## config.mk

```make
export PLATFORM = sky130hd
export DESIGN_NAME = fader_ramp_engine
export DESIGN_NICKNAME = d
export VERILOG_FILES = /design/src/hw/rtl/fre_pkg.sv /design/src/hw/rtl/fader_ramp_engine.sv /design/src/hw/rtl/fre_serial_div.sv /design/src/hw/rtl/fre_ctrl.sv
export VERILOG_INCLUDE_DIRS = /design/src /design/src/hw/rtl
export SDC_FILE = /design/constraint.sdc
export NUM_CORES = 1
export LEC_CHECK = 0
export ABC_AREA = 1
export ABC_CLOCK_PERIOD_IN_PS = 9100
export BUFFER_PORTS_ARGS = -buffer_cell sky130_fd_sc_hd__buf_2
export CAP_MARGIN = 20
export CORE_UTILIZATION = 40
export DETAILED_ROUTE_END_ITERATION = 7
export HOLD_SLACK_MARGIN = 0.03
export PLACE_DENSITY = 0.67
export SYNTH_ARGS = -nofsm -noshare
export SYNTH_HDL_FRONTEND = slang
export SYNTH_SLANG_ARGS = --single-unit
```

## constraint.sdc

```tcl
create_clock -name clk_i -period 9.1 [get_ports clk_i]
set_input_delay 0 -clock clk_i [delete_from_list [all_inputs] [get_ports clk_i]]
set_output_delay 0 -clock clk_i [all_outputs]
set_load 0.005 [all_outputs]
```

## src/hw/rtl/fader_ramp_engine_macros.svh

```systemverilog
// Assertion macros used by the fader ramp engine top level.
`ifndef FADER_RAMP_ENGINE_MACROS_SVH
`define FADER_RAMP_ENGINE_MACROS_SVH

// Same-cycle implication, disabled during reset.
`define FRE_ASSERT_NOW(lbl, ante, cons) \
  lbl: assert property (@(posedge clk_i) disable iff (!rst_ni) (ante) |-> (cons)) \
    else $error("fader ramp engine check failed");

// Next-cycle implication, disabled during reset.
`define FRE_ASSERT_NEXT(lbl, ante, cons) \
  lbl: assert property (@(posedge clk_i) disable iff (!rst_ni) (ante) |=> (cons)) \
    else $error("fader ramp engine check failed");

`endif

```

## src/hw/rtl/fre_pkg.sv

```systemverilog
// Types, constants and lookup functions of the fader ramp engine.
package fre_pkg;

  localparam int NumFaders = 8;
  localparam int DivNumW   = 20;
  localparam int DivDenW   = 13;
  localparam logic [12:0] TimeDiv = 13'd126;

  localparam logic [1:0] CfgTypeMask    = 2'd0;
  localparam logic [1:0] CfgPresentMask = 2'd1;
  localparam logic [1:0] CfgVelSens     = 2'd2;

  typedef struct packed {
    logic [7:0] type_mask;
    logic [7:0] present_mask;
    logic       vel_sens;
  } fre_cfg_t;

  typedef struct packed {
    logic       valid;
    logic [2:0] fader;
    logic [6:0] value;
    logic       last;
  } fre_push_t;

  function automatic logic [6:0] stop_val(input logic typ, input logic [2:0] c,
                                          input logic [1:0] j);
    logic [6:0] r;
    r = 7'd0;
    if (!typ) begin
      case ({c, j})
        5'd0:  r = 7'd0;   5'd1:  r = 7'd4;   5'd2:  r = 7'd8;   5'd3:  r = 7'd12;
        5'd4:  r = 7'd17;  5'd5:  r = 7'd21;  5'd6:  r = 7'd25;  5'd7:  r = 7'd29;
        5'd8:  r = 7'd34;  5'd9:  r = 7'd38;  5'd10: r = 7'd42;  5'd11: r = 7'd47;
        5'd12: r = 7'd52;  5'd13: r = 7'd56;  5'd14: r = 7'd60;  5'd15: r = 7'd65;
        5'd16: r = 7'd70;  5'd17: r = 7'd74;  5'd18: r = 7'd79;  5'd19: r = 7'd84;
        5'd20: r = 7'd89;  5'd21: r = 7'd93;  5'd22: r = 7'd98;  5'd23: r = 7'd103;
        5'd24: r = 7'd108; 5'd25: r = 7'd112; 5'd26: r = 7'd117; 5'd27: r = 7'd122;
        5'd28: r = 7'd127;
        default: r = 7'd0;
      endcase
    end else begin
      case ({c, j})
        5'd4:  r = 7'd21;  5'd5:  r = 7'd16;  5'd6:  r = 7'd11;  5'd7:  r = 7'd6;
        5'd8:  r = 7'd42;  5'd9:  r = 7'd37;  5'd10: r = 7'd32;  5'd11: r = 7'd27;
        5'd12: r = 7'd63;  5'd13: r = 7'd58;  5'd14: r = 7'd53;  5'd15: r = 7'd48;
        5'd16: r = 7'd64;  5'd17: r = 7'd69;  5'd18: r = 7'd74;  5'd19: r = 7'd79;
        5'd20: r = 7'd85;  5'd21: r = 7'd90;  5'd22: r = 7'd95;  5'd23: r = 7'd100;
        5'd24: r = 7'd106; 5'd25: r = 7'd111; 5'd26: r = 7'd116; 5'd27: r = 7'd121;
        5'd28: r = 7'd127;
        default: r = 7'd0;
      endcase
    end
    return r;
  endfunction

  // Retrigger on a stop already reached moves to its next fine substep.
  function automatic logic [6:0] stop_target(input logic typ, input logic [2:0] c,
                                             input logic [6:0] cur);
    logic [6:0] fin;
    logic       found;
    fin   = stop_val(typ, c, 2'd0);
    found = 1'b0;
    if ((!typ && c != 3'd7) || (typ && c != 3'd0 && c != 3'd7)) begin
      for (int j = 0; j < 3; j++) begin
        if (!found && stop_val(typ, c, 2'(j)) == cur) begin
          fin   = stop_val(typ, c, 2'(j + 1));
          found = 1'b1;
        end
      end
    end
    return fin;
  endfunction

  function automatic logic [12:0] ramp_time(input logic [6:0] v);
    logic [12:0] r;
    logic [12:0] m;
    r = 13'd126;
    m = 13'd0;
    if (v < 7'd48) begin
      case (v[5:2])
        4'd0: r = 13'd8062; 4'd1: r = 13'd6450; 4'd2: r = 13'd5374; 4'd3: r = 13'd4607;
        4'd4: r = 13'd4031; 4'd5: r = 13'd3583; 4'd6: r = 13'd3224; 4'd7: r = 13'd2932;
        4'd8: r = 13'd2688; 4'd9: r = 13'd2481; 4'd10: r = 13'd2303;
        4'd11: r = 13'd2150;
        default: r = 13'd126;
      endcase
    end else if (v < 7'd112) begin
      case (v[3:0])
        4'd0: m = 13'd2016;  4'd1: m = 13'd1896;  4'd2: m = 13'd1792;  4'd3: m = 13'd1696;
        4'd4: m = 13'd1613;  4'd5: m = 13'd1536;  4'd6: m = 13'd1467;  4'd7: m = 13'd1403;
        4'd8: m = 13'd1344;  4'd9: m = 13'd1291;  4'd10: m = 13'd1240; 4'd11: m = 13'd1192;
        4'd12: m = 13'd1152; 4'd13: m = 13'd1112; 4'd14: m = 13'd1076; 4'd15: m = 13'd1040;
        default: m = 13'd0;
      endcase
      r = m >> (2'(v[6:4] - 3'd3));
    end
    return r;
  endfunction

endpackage

```

## src/hw/rtl/fader_ramp_engine.sv

```systemverilog
// Top level of the fader ramp engine: configuration, sequencer and output register.
//
//  channel | direction | handshake              | payload
//  in      | sink      | in_valid_i / in_stall_o | mode, fader_index, stop_index, velocity
//  out     | source    | out_valid_o / out_stall_i | send_valid, out_fader, cc_value, last
//  cfg     | sink      | cfg_valid_i / cfg_ready_o | cfg_index_i, cfg_data_i
//
// A press that starts a ramp stalls the input through lookup, two divider passes and a
// restart state between them. A press sent at once stalls it until the output takes its value.
// A tick walks one fader a cycle, except while it waits on a stalled output, then flushes.
// An ignored press does not stall the input.
// Reset sets every fader to 127 with no ramp running and clears the masks.
// out_stall_i holds the output register; the walk waits only when a second result is due.
`include "fader_ramp_engine_macros.svh"

module fader_ramp_engine #(
  parameter int NUM_FADERS = fre_pkg::NumFaders
) (
  input  logic       clk_i,
  input  logic       rst_ni,
  input  logic       in_valid_i,
  output logic       in_stall_o,
  input  logic       in_mode_i,
  input  logic [2:0] in_fader_index_i,
  input  logic [2:0] in_stop_index_i,
  input  logic [6:0] in_velocity_i,
  output logic       out_valid_o,
  input  logic       out_stall_i,
  output logic       send_valid_o,
  output logic [2:0] out_fader_o,
  output logic [6:0] cc_value_o,
  output logic       last_o,
  input  logic       cfg_valid_i,
  output logic       cfg_ready_o,
  input  logic [1:0] cfg_index_i,
  input  logic [7:0] cfg_data_i
);
  fre_pkg::fre_cfg_t  cfg_q;
  fre_pkg::fre_push_t push;
  logic busy, out_free, in_acc;
  logic out_v_q;
  logic [2:0] out_f_q;
  logic [6:0] out_val_q;
  logic out_last_q;

  assign cfg_ready_o = 1'b1;
  assign in_stall_o  = busy;
  assign in_acc      = in_valid_i && !busy;
  assign out_free    = !out_v_q || !out_stall_i;

  always_ff @(posedge clk_i or negedge rst_ni) begin
    if (!rst_ni) begin
      cfg_q <= '0;
    end else if (cfg_valid_i) begin
      case (cfg_index_i)
        fre_pkg::CfgTypeMask:    cfg_q.type_mask    <= cfg_data_i;
        fre_pkg::CfgPresentMask: cfg_q.present_mask <= cfg_data_i;
        fre_pkg::CfgVelSens:     cfg_q.vel_sens     <= cfg_data_i[0];
        default: begin
        end
      endcase
    end
  end

  fre_ctrl #(.NUM_FADERS(NUM_FADERS)) u_ctrl (
    .clk_i      (clk_i),
    .rst_ni     (rst_ni),
    .cfg_i      (cfg_q),
    .start_i    (in_acc),
    .mode_i     (in_mode_i),
    .fader_i    (in_fader_index_i),
    .stop_i     (in_stop_index_i),
    .vel_i      (in_velocity_i),
    .busy_o     (busy),
    .out_free_i (out_free),
    .push_o     (push)
  );

  always_ff @(posedge clk_i or negedge rst_ni) begin
    if (!rst_ni) begin
      out_v_q <= 1'b0;
    end else if (out_free) begin
      out_v_q <= push.valid;
    end
  end

  always_ff @(posedge clk_i) begin
    if (out_free && push.valid) begin
      out_f_q    <= push.fader;
      out_val_q  <= push.value;
      out_last_q <= push.last;
    end
  end

  assign out_valid_o  = out_v_q;
  assign send_valid_o = 1'b1;
  assign out_fader_o  = out_f_q;
  assign cc_value_o   = out_val_q;
  assign last_o       = out_last_q;

  `FRE_ASSERT_NEXT(a_zero_vel_ignored, in_acc && !in_mode_i && in_velocity_i == 7'd0, !in_stall_o)
  `FRE_ASSERT_NEXT(a_tick_walks, in_acc && in_mode_i, in_stall_o)
  `FRE_ASSERT_NOW(a_push_when_free, push.valid, out_free)
endmodule

```

## src/hw/rtl/fre_serial_div.sv

```systemverilog
// Bit-serial restoring divider, one quotient bit per cycle.
module fre_serial_div (
  input  logic                          clk_i,
  input  logic                          rst_ni,
  input  logic                          start_i,
  input  logic [fre_pkg::DivNumW-1:0]   num_i,
  input  logic [fre_pkg::DivDenW-1:0]   den_i,
  output logic                          done_o,
  output logic [fre_pkg::DivNumW-1:0]   quo_o
);
  localparam int NW = fre_pkg::DivNumW;
  localparam int DW = fre_pkg::DivDenW;
  localparam int CW = $clog2(NW + 1);

  logic [DW-1:0] rem_q, rem_d, den_q;
  logic [NW-1:0] quo_q, quo_d;
  logic [CW-1:0] cnt_q, cnt_d;
  logic          busy_q, busy_d, done_q, done_d;
  logic [DW:0]   trial;

  always_comb begin
    rem_d  = rem_q;
    quo_d  = quo_q;
    cnt_d  = cnt_q;
    busy_d = busy_q;
    done_d = 1'b0;
    trial  = {rem_q, quo_q[NW-1]};
    if (start_i) begin
      rem_d  = '0;
      quo_d  = num_i;
      cnt_d  = CW'(NW);
      busy_d = 1'b1;
    end else if (busy_q) begin
      // shift in the next dividend bit and subtract when it fits
      if (trial >= {1'b0, den_q}) begin
        rem_d = DW'(trial - {1'b0, den_q});
        quo_d = {quo_q[NW-2:0], 1'b1};
      end else begin
        rem_d = trial[DW-1:0];
        quo_d = {quo_q[NW-2:0], 1'b0};
      end
      cnt_d = cnt_q - CW'(1);
      if (cnt_q == CW'(1)) begin
        busy_d = 1'b0;
        done_d = 1'b1;
      end
    end
  end

  always_ff @(posedge clk_i or negedge rst_ni) begin
    if (!rst_ni) begin
      busy_q <= 1'b0;
      done_q <= 1'b0;
      cnt_q  <= '0;
    end else begin
      busy_q <= busy_d;
      done_q <= done_d;
      cnt_q  <= cnt_d;
    end
  end

  always_ff @(posedge clk_i) begin
    rem_q <= rem_d;
    quo_q <= quo_d;
    if (start_i) begin
      den_q <= den_i;
    end
  end

  assign done_o = done_q;
  assign quo_o  = quo_q;
endmodule

```

## src/hw/rtl/fre_ctrl.sv

```systemverilog
// Press and tick sequencer with per-fader ramp state.
module fre_ctrl #(
  parameter int NUM_FADERS = fre_pkg::NumFaders
) (
  input  logic               clk_i,
  input  logic               rst_ni,
  input  fre_pkg::fre_cfg_t  cfg_i,
  input  logic               start_i,
  input  logic               mode_i,
  input  logic [2:0]         fader_i,
  input  logic [2:0]         stop_i,
  input  logic [6:0]         vel_i,
  output logic               busy_o,
  input  logic               out_free_i,
  output fre_pkg::fre_push_t push_o
);
  localparam int IW = (NUM_FADERS > 1) ? $clog2(NUM_FADERS) : 1;
  localparam int NW = fre_pkg::DivNumW;
  localparam int DW = fre_pkg::DivDenW;

  localparam logic [2:0] S_IDLE  = 3'd0;
  localparam logic [2:0] S_LOOK  = 3'd1;
  localparam logic [2:0] S_DIV1  = 3'd2;
  localparam logic [2:0] S_DIV2A = 3'd3;
  localparam logic [2:0] S_DIV2  = 3'd4;
  localparam logic [2:0] S_WALK  = 3'd5;
  localparam logic [2:0] S_FLUSH = 3'd6;
  localparam logic [2:0] S_SEND  = 3'd7;

  logic [2:0]    state_q, state_d;
  logic [IW-1:0] f_q;
  logic [2:0]    c_q;
  logic [6:0]    v_q, diff_q;
  logic          dir_q, slow_q;
  logic [12:0]   time_q;
  logic          pend_v_q;
  logic [2:0]    pend_f_q;
  logic [6:0]    pend_val_q;

  logic [6:0] cur_q [NUM_FADERS];
  logic [6:0] tgt_q [NUM_FADERS];
  logic [7:0] per_q [NUM_FADERS];
  logic [7:0] tel_q [NUM_FADERS];
  logic [7:0] stl_q [NUM_FADERS];
  logic [2:0] ssz_q [NUM_FADERS];

  logic          div_start, div_done;
  logic [NW-1:0] div_num, div_quo;
  logic [DW-1:0] div_den;

  logic [3:0]  idx4;
  logic        present;
  logic        press_ok;
  logic [6:0]  cur, fin, diff;
  logic        dir;
  logic [NW-1:0] prod;
  logic        running, hit, stall_w;
  logic [7:0]  tel_inc, stl_n;
  logic [6:0]  nv;
  logic [2:0]  q3;

  assign idx4     = 4'(f_q);
  assign present  = (idx4 < 4'd8) && cfg_i.present_mask[idx4[2:0]];
  assign press_ok = (vel_i != 7'd0) && (5'({2'b00, fader_i}) < 5'(NUM_FADERS))
                    && cfg_i.present_mask[fader_i];

  assign cur  = cur_q[f_q];
  assign fin  = fre_pkg::stop_target(cfg_i.type_mask[idx4[2:0]], c_q, cur);
  assign dir  = cur < fin;
  assign diff = dir ? 7'(fin - cur) : 7'(cur - fin);
  assign prod = NW'(fre_pkg::ramp_time(v_q)) * NW'(7'(diff - 7'd1));

  assign running = present && (stl_q[f_q] != 8'd0);
  assign tel_inc = tel_q[f_q] + 8'd1;
  assign hit     = running && (tel_inc >= per_q[f_q]);
  assign stl_n   = stl_q[f_q] - 8'd1;
  assign nv      = (stl_n == 8'd0) ? tgt_q[f_q]
                   : 7'(cur + {{4{ssz_q[f_q][2]}}, ssz_q[f_q]});
  assign stall_w = hit && pend_v_q && !out_free_i;
  assign q3      = div_quo[2:0];

  always_comb begin
    div_start = 1'b0;
    div_num   = prod;
    div_den   = fre_pkg::TimeDiv;
    if (state_q == S_LOOK) begin
      div_start = diff > 7'd1;
    end else if (state_q == S_DIV2A) begin
      div_start = 1'b1;
      if (slow_q) begin
        div_num = NW'(time_q);
        div_den = DW'(diff_q);
      end else begin
        div_num = NW'(diff_q);
        div_den = time_q;
      end
    end
  end

  fre_serial_div u_div (
    .clk_i   (clk_i),
    .rst_ni  (rst_ni),
    .start_i (div_start),
    .num_i   (div_num),
    .den_i   (div_den),
    .done_o  (div_done),
    .quo_o   (div_quo)
  );

  always_comb begin
    state_d = state_q;
    push_o  = '0;
    case (state_q)
      S_IDLE: begin
        if (start_i) begin
          state_d = mode_i ? S_WALK : (press_ok ? S_LOOK : S_IDLE);
        end
      end
      S_LOOK:  state_d = (diff > 7'd1) ? S_DIV1 : S_SEND;
      S_DIV1:  state_d = div_done ? S_DIV2A : S_DIV1;
      S_DIV2A: state_d = S_DIV2;
      S_DIV2:  state_d = div_done ? S_IDLE : S_DIV2;
      S_WALK: begin
        if (hit && pend_v_q && out_free_i) begin
          push_o = '{valid: 1'b1, fader: pend_f_q, value: pend_val_q, last: 1'b0};
        end
        if (!stall_w && f_q == IW'(NUM_FADERS - 1)) begin
          state_d = S_FLUSH;
        end
      end
      S_FLUSH: begin
        if (!pend_v_q) begin
          state_d = S_IDLE;
        end else if (out_free_i) begin
          push_o  = '{valid: 1'b1, fader: pend_f_q, value: pend_val_q, last: 1'b1};
          state_d = S_IDLE;
        end
      end
      S_SEND: begin
        if (out_free_i) begin
          push_o  = '{valid: 1'b1, fader: pend_f_q, value: pend_val_q, last: 1'b1};
          state_d = S_IDLE;
        end
      end
      default: state_d = S_IDLE;
    endcase
  end

  always_ff @(posedge clk_i or negedge rst_ni) begin
    if (!rst_ni) begin
      state_q  <= S_IDLE;
      pend_v_q <= 1'b0;
      f_q      <= '0;
      for (int i = 0; i < NUM_FADERS; i++) begin
        cur_q[i] <= 7'd127;
        tgt_q[i] <= 7'd127;
        per_q[i] <= 8'd0;
        tel_q[i] <= 8'd0;
        stl_q[i] <= 8'd0;
        ssz_q[i] <= 3'd0;
      end
    end else begin
      state_q <= state_d;
      case (state_q)
        S_IDLE: begin
          if (start_i) begin
            f_q <= mode_i ? '0 : IW'(fader_i);
          end
        end
        S_LOOK: begin
          tgt_q[f_q] <= fin;
          tel_q[f_q] <= 8'd0;
          stl_q[f_q] <= 8'd0;
          if (diff == 7'd1) begin
            cur_q[f_q] <= fin;
          end
        end
        S_DIV2: begin
          if (div_done) begin
            if (slow_q) begin
              per_q[f_q] <= div_quo[7:0];
              stl_q[f_q] <= 8'(diff_q);
              ssz_q[f_q] <= dir_q ? 3'b001 : 3'b111;
            end else begin
              per_q[f_q] <= 8'd1;
              stl_q[f_q] <= time_q[7:0];
              ssz_q[f_q] <= dir_q ? q3 : 3'(3'd0 - q3);
            end
          end
        end
        S_WALK: begin
          if (running && !stall_w) begin
            if (hit) begin
              cur_q[f_q] <= nv;
              stl_q[f_q] <= stl_n;
              tel_q[f_q] <= 8'd0;
            end else begin
              tel_q[f_q] <= tel_inc;
            end
          end
          if (hit && !stall_w) begin
            pend_v_q <= 1'b1;
          end
          if (!stall_w && f_q != IW'(NUM_FADERS - 1)) begin
            f_q <= f_q + IW'(1);
          end
        end
        S_FLUSH: begin
          if (out_free_i) begin
            pend_v_q <= 1'b0;
          end
        end
        S_SEND: begin
          if (out_free_i) begin
            pend_v_q <= 1'b0;
          end
        end
        default: begin
        end
      endcase
      if (state_q == S_LOOK && diff <= 7'd1) begin
        pend_v_q <= 1'b1;
      end
    end
  end

  // payload registers
  always_ff @(posedge clk_i) begin
    if (state_q == S_IDLE && start_i) begin
      c_q <= stop_i;
      v_q <= cfg_i.vel_sens ? vel_i : 7'd127;
    end
    if (state_q == S_LOOK) begin
      diff_q     <= diff;
      dir_q      <= dir;
      pend_f_q   <= idx4[2:0];
      pend_val_q <= fin;
    end
    if (state_q == S_DIV1 && div_done) begin
      time_q <= div_quo[12:0];
      slow_q <= div_quo[12:0] >= 13'(diff_q);
    end
    if (state_q == S_WALK && hit && !stall_w) begin
      pend_f_q   <= idx4[2:0];
      pend_val_q <= nv;
    end
  end

  assign busy_o = state_q != S_IDLE;
endmodule
```

==> flow_metrics.env, run 1 <==
export IMPL_antenna_found_initial=0
export IMPL_fmax_ghz=0.1151
export IMPL_yosysTopAreaCell="dfrtp_1"
export IMPL_grt_max_degree=75
export IMPL_clk_latency_ns=0.65
export IMPL_cts_buffer_depth=3
export IMPL_synth_top_family_by_area="simple AND/OR/NAND/NOR gates"
export IMPL_cts_root_buffer="clkbuf_16"
export IMPL_initial_core_util=0.4046
export IMPL_wl_per_cell_um=17.89
export IMPL_io_pins=44
export IMPL_routed_wl_um=91230
export IMPL_ys_warn_count=0
export IMPL_dieWidth_um=276.4
export IMPL_synth_area_mux_share=0
export IMPL_clkTransAtPathRegs_ns=0.06
export IMPL_grt_pass1_vias=25810
export IMPL_seq_area_sq_um=12450
export IMPL_synth_fa_ha_area_frac=0.08507
export IMPL_yosysSeqAreaShare=0.4134
export IMPL_syn_area_per_cell_sq_um=7.540
export IMPL_fin_crit_ns=8.690
export IMPL_drive_gt1_frac=0.1143
export IMPL_hp_class="input pin to register"
export IMPL_drv_slew=0
export IMPL_clock_sinks=482
export IMPL_finalHoldViolCount=0
export IMPL_drtIter0Drc=2527
export IMPL_crit_type="register to register"
export IMPL_drc=0
export IMPL_routed_via_density=5.355
export IMPL_portBuffers=41
export IMPL_max_slew_margin_rel=0.3136
export IMPL_htreeDepth=2
export IMPL_nets=4282
export IMPL_status="complete, no violations"
export IMPL_place_hpwl_um=63800
export IMPL_die_h_um=276.4
export IMPL_firstDrtPassIters=8
export IMPL_yosysTopAreaCellShare=0.2060
export IMPL_synthSimpleGateAreaFrac=0.2617
export IMPL_end_kind="register"
export IMPL_cts_tree="done"
export IMPL_synth_xor_area_frac=0.01383
export IMPL_ys_ff_latch=482
export IMPL_max_slew_worst_pin_slew_ns=1.030
export IMPL_placementRows=100
export IMPL_async_reset_ff_frac=0.7469
export IMPL_multi_input_area_sq_um=15280
export IMPL_place_area_sq_um=31370
export IMPL_final_setup_tns_ns=0
export IMPL_required_ns=9.44
export IMPL_syn_inst=3995
export IMPL_finClkSkew_ns=0.04040
export IMPL_synth_compound_area_frac=0.1397
export IMPL_yosysUniqueCellTypes=68
export IMPL_finalSetupViolations=0
export IMPL_n_fill_cell=7274
export IMPL_synth_ff_type="dfrtp_1"
export IMPL_drv_cap=0
export IMPL_area_growth_pct=13.43
export IMPL_fin_util=0.4589
export IMPL_min_period_over_period=0.9550
export IMPL_place_congestion=0.9597
export IMPL_core_area_sq_um=74450
export IMPL_grt_pass1_wl_um=143200
export IMPL_syn_area_sq_um=30120
export IMPL_ant_nets=0
export IMPL_crit_path_max_fanout=10
export IMPL_arrival_ns=9.03
export IMPL_synth_edf_count=86
export IMPL_cts_buffers=56
export IMPL_ys_top_cells_by_area="dfrtp_1, nand2_1, dfstp_2"
export IMPL_hold_ws_ns=0.07936
export IMPL_num_vias=27310
export IMPL_grtUsageTotal=0.2341
export IMPL_design_area_sq_um=34170
export IMPL_crit_path_top_delay_cell="fa_2"
export IMPL_die_area_sq_um=76410
export IMPL_cp_start_kind="register"
export IMPL_max_stage_delay_ns=0.54
export IMPL_overflow=0
-- critical path: cells and delay by family (launching register included) --
kind,cells,cell delay (ns)
DFF,1,0.48
and+or+nand+nor,18,1.75
AOI/OAI and AO/OA,7,1.22
buffers and inverters,12,1.20
xor gates and xnor gates,2,0.40
adders and majority gates,8,3.33
-- routing by layer --
layer | part of all wire | vias up | GRT usage
met3 | 0.070 | 198 | 0.03245
met2 | 0.46 | 947 | 0.3733
met4 | 0.039 | 0 | 0.09067
li1 | - | 13200 | -
met5 | 0 | - | 0
met1 | 0.44 | 12970 | 0.3218
-- cells in the mapped netlist (7+ instances only) --
| cell | number |
|---|---|
| nand2_1 | 1229 |
| inv_1 | 440 |
| o21ai_0 | 373 |
| nor2_1 | 321 |
| nand3_1 | 280 |
| dfrtp_1 | 248 |
| a21oi_1 | 133 |
| dfstp_2 | 112 |
| ha_1 | 112 |
| edfxtp_1 | 86 |
| clkbuf_1 | 63 |
| fa_1 | 58 |
| o22ai_1 | 53 |
| o21ai_1 | 49 |
| buf_2 | 43 |
| dfxtp_1 | 36 |
| a221oi_1 | 31 |
| inv_2 | 28 |
| nand4_1 | 24 |
| xor2_1 | 24 |
| a22oi_1 | 22 |
| xnor2_1 | 21 |
| buf_4 | 19 |
| buf_1 | 17 |
| a31oi_1 | 16 |
| nand2_2 | 15 |
| buf_6 | 12 |
| clkinv_1 | 11 |
| o2111ai_1 | 10 |
| nor3_1 | 9 |
| o221ai_1 | 9 |
| o211ai_1 | 8 |
| nand3_2 | 7 |
| nor2_2 | 7 |
-- layout by cell type, fill, tap and decap left out, types with 8 or more instances in the layout --
cell type,count
nand3_2,11
buf_2,40
ha_1,110
inv_2,28
buf_4,95
nand2_2,25
clkinv_2,13
o2111ai_1,10
xnor2_1,20
o221ai_1,9
a31oi_1,15
a21oi_1,131
edfxtp_1,86
o22ai_1,53
a221oi_1,31
nor2_1,312
clkbuf_1,8
clkinv_1,17
nor3_1,9
nand3_1,275
o21ai_0,368
dlygate4sd3_1,35
dfrtp_1,247
a22oi_1,22
o211ai_1,8
nand4_1,24
nor2_4,9
clkbuf_16,61
nand2_1,1216
xor2_1,22
o21ai_1,53
dfstp_2,112
dfxtp_1,36
fa_1,57
nor2_2,11
inv_1,436
-- flip-flops by register name, indices dropped and copies added (netlist names), 5 cells and up, named ones only --
name	cells
u_ctrl.stl_q	64
cc_value_o	7
u_ctrl.diff_q	7
u_ctrl.time_q	13
u_ctrl.u_div.cnt_q	5
u_ctrl.u_div.den_q	13
u_ctrl.ssz_q	24
u_ctrl.tel_q	64
u_ctrl.v_q	7
u_ctrl.cur_q	56
u_ctrl.u_div.quo_o	20
cfg_q	17
u_ctrl.tgt_q	56
u_ctrl.pend_val_q	7
u_ctrl.u_div.rem_q	13
u_ctrl.per_q	64
-- what timing repair did --
action | 4_1_cts | 5_1_grt
buffers inserted | 0 | 24
gates resized for setup | 0 | 77
endpoints found under the hold margin | 132 | 0
hold buffers | 36 | 0
setup endpoints to repair | 0 | 13
-- area by class of cell --
cell class | instances | area share
clock inverters | 35 | 0.01099
inverters | 480 | 0.05329
flip-flops and latches | 482 | 0.3645
repair buffers | 182 | 0.04321
well taps | 969 | 0.03549
multi-input cells | 2881 | 0.4472
diodes | 1 | 0.00007324
clock buffers | 70 | 0.04530
-- cell families (layout without fill, tap and decap cells) --
logic type	count (synthesis)	in the layout
xor+xnor	46	46
simple gates	1919	1920
buf+inv	634	767
fa+ha+maj	170	170
flops	482	482
other cells	1	3
compound gates	743	743
-- final timing paths --
| kind | from | to | slack, ns | cells after the start |
|---|---|---|---|---|
| worst max-delay path | u_ctrl.f_q[0]$_DFFE_PN0P_ | u_ctrl.u_div.quo_o[15]$_DFFE_PP_ | 0.41 | 47 |
| worst min-delay path | in_stop_index_i[1] | u_ctrl.c_q[1]$_DFFE_PP_ | 0.08 | 2 |
| worst max register to register | u_ctrl.f_q[0]$_DFFE_PN0P_ | u_ctrl.u_div.quo_o[15]$_DFFE_PP_ | 0.41 | 47 |
| worst min register to register | u_ctrl.cur_q[11]$_DFFE_PN1P_ | u_ctrl.cur_q[11]$_DFFE_PN1P_ | 0.47 | 2 |
| max in group asynchronous | rst_ni | u_ctrl.cur_q[20]$_DFFE_PN1P_ | 6.56 | 5 |
| min in group asynchronous | rst_ni | u_ctrl.per_q[54]$_DFFE_PN0P_ | 0.50 | 3 |
-- through the flow --
step           setup WS, ns  cells
2_1_floorplan        0.7489   3996
3_3_place_gp         0.2121   4931
3_5_place_dp        0.07899   4931
4_1_cts             0.03330   5072
5_1_grt             -0.1272   5099
6_report             0.4099   5100
Power of run 1 is not shown: default switching activity piles up to over one toggle a cycle in this logic, so the estimate is an artifact.
==> run 2, diff against run 1 <==
--- a/config.mk
+++ b/config.mk
@@ -10,10 +10,11 @@
 export ABC_CLOCK_PERIOD_IN_PS = 9100
 export BUFFER_PORTS_ARGS = -buffer_cell sky130_fd_sc_hd__buf_2
 export CAP_MARGIN = 20
-export CORE_UTILIZATION = 40
+export CORE_UTILIZATION = 50
 export DETAILED_ROUTE_END_ITERATION = 7
 export HOLD_SLACK_MARGIN = 0.03
-export PLACE_DENSITY = 0.67
+export MAX_ROUTING_LAYER = met4
+export PLACE_DENSITY = 0.78
 export SYNTH_ARGS = -nofsm -noshare
 export SYNTH_HDL_FRONTEND = slang
 export SYNTH_SLANG_ARGS = --single-unit
==> flow_metrics.env, run 2 (synthesis results as in run 1) <==
export IMPL_status="complete, no violations"
export IMPL_clkTransAtPathRegs_ns=0.06
export IMPL_drtIter0Drc=3421
export IMPL_placementRows=89
export IMPL_drive_gt1_frac=0.1058
export IMPL_min_period_over_period=0.9492
export IMPL_place_hpwl_um=60640
export IMPL_antenna_cells=0
export IMPL_end_kind="register"
export IMPL_cts_root_buffer="clkbuf_16"
export IMPL_grt_max_degree=156
export IMPL_finalHoldViolCount=0
export IMPL_max_stage_delay_ns=0.55
export IMPL_fin_util=0.5657
export IMPL_nets=4258
export IMPL_finalSetupViolations=0
export IMPL_hold_ws_ns=0.1178
export IMPL_area_growth_pct=11.25
export IMPL_die_area_sq_um=61230
export IMPL_place_inst=4730
export IMPL_drc=0
export IMPL_wl_per_cell_um=18.27
export IMPL_finClkSkew_ns=0.03879
export IMPL_routed_via_density=5.682
export IMPL_io_pins=44
export IMPL_r2r_start="u_ctrl.f_q[0]$_DFFE_PN0P_"
export IMPL_place_congestion=1.013
export IMPL_max_slew_worst_pin_slew_ns=1.058
export IMPL_crit_top_cell="nand2_1"
export IMPL_stdcell_count=4874
export IMPL_crit_type="register to register"
export IMPL_cts_tree="done"
export IMPL_cts_buffer_depth=3
export IMPL_drv_cap=0
export IMPL_crit_path_max_fanout=8
export IMPL_crit_path_top_delay_cell="fa_1"
export IMPL_clock_sinks=482
export IMPL_layout_commonest_cell="nand2_1"
export IMPL_required_ns=9.45
export IMPL_overflow=0
export IMPL_startpoint="u_ctrl.f_q[0]$_DFFE_PN0P_"
export IMPL_fmax_ghz=0.1158
export IMPL_drv_slew=0
export IMPL_routed_wl_um=89060
export IMPL_final_cell_mix="nand2_1, inv_1, o21ai_0"
export IMPL_arrival_ns=8.99
export IMPL_hp_class="input pin to async pin"
export IMPL_biggestRegsByFlops="u_ctrl.per_q (64), u_ctrl.stl_q (64), u_ctrl.tel_q (64)"
export IMPL_core_area_sq_um=59240
export IMPL_cts_buffers=51
export IMPL_firstDrtPassIters=8
export IMPL_cp_start_kind="register"
export IMPL_num_vias=27690
export IMPL_worst_slack_ns=0.4624
export IMPL_grt_pass1_vias=25750
export IMPL_antenna_found_initial=0
export IMPL_portBuffers=41
export IMPL_clk_latency_ns=0.63
export IMPL_die_h_um=247.4
export IMPL_grtUsageTotal=0.2959
export IMPL_dieWidth_um=247.4
export IMPL_fin_crit_ns=8.638
export IMPL_htreeDepth=2
export IMPL_max_slew_margin_rel=0.2944
export IMPL_ant_nets=0
export IMPL_initial_core_util=0.5084
export IMPL_dp_slack_ns=0.02027
export IMPL_grt_pass1_wl_um=138900
## run 2: worst paths after layout
path	slack (ns)	endpoint	depth (start not counted)
min in group clk_i	0.14	u_ctrl.c_q[2]$_DFFE_PP_	2
max reg2reg	0.46	u_ctrl.u_div.quo_o[17]$_DFFE_PP_	48
min	0.12	u_ctrl.per_q[22]$_DFFE_PN0P_	2
max	0.46	u_ctrl.u_div.quo_o[17]$_DFFE_PP_	48
max in group asynchronous	6.59	out_valid_o$_DFFE_PN0N_	4
min reg2reg	0.47	u_ctrl.cur_q[54]$_DFFE_PN1P_	2
## run 2: timing repair
| item | CTS | global route |
|---|---|---|
| endpoints found under the setup margin | 1 | 13 |
| setup buffers | 0 | 14 |
| gates resized for setup | 1 | 46 |
| pin swaps | 0 | 8 |
| hold buffers | 34 | 0 |
| endpoints found under the hold margin | 176 | 0 |
| cloned | 0 | 1 |
## run 2: worst max-delay path: cells and delay by family, from the launching register on
kind / cells / cell delay, ns
adder cells (fa/ha/maj): 7 / 3.07
AND/OR/NAND/NOR: 20 / 2.08
AO/OA/AOI/OAI: 9 / 1.22
buffers and inverters: 10 / 1.04
flip-flops: 1 / 0.51
XOR/XNOR: 2 / 0.41
## run 2: final cells by class
class                   count  area, sq um
fillers                  5415        25730
inverters                 480         1812
clock inverters            26        309.0
clock buffers              69         1468
repair buffers            164         1284
multi-input cells        2880        15220
flip-flops and latches    482        12450
well taps                 773        967.2
## run 2: layer usage
layer	vias to the layer above	global-route usage	part of all wire
met5	-	-	0
met4	0	0.09906	0.032
met3	202	0.03579	0.077
met2	1205	0.4565	0.46
met1	13160	0.4043	0.43
li1	13130	-	-
## run 2: metrics by stage
step                TNS, ns  cell area (sq um)
detailed placement        0              31100
global placement          0              31100
CTS                       0              33210
global route        -0.1703              33510
finish                    0              33510
floorplan                 0              30130
Power of run 2 is left out for the same reason.
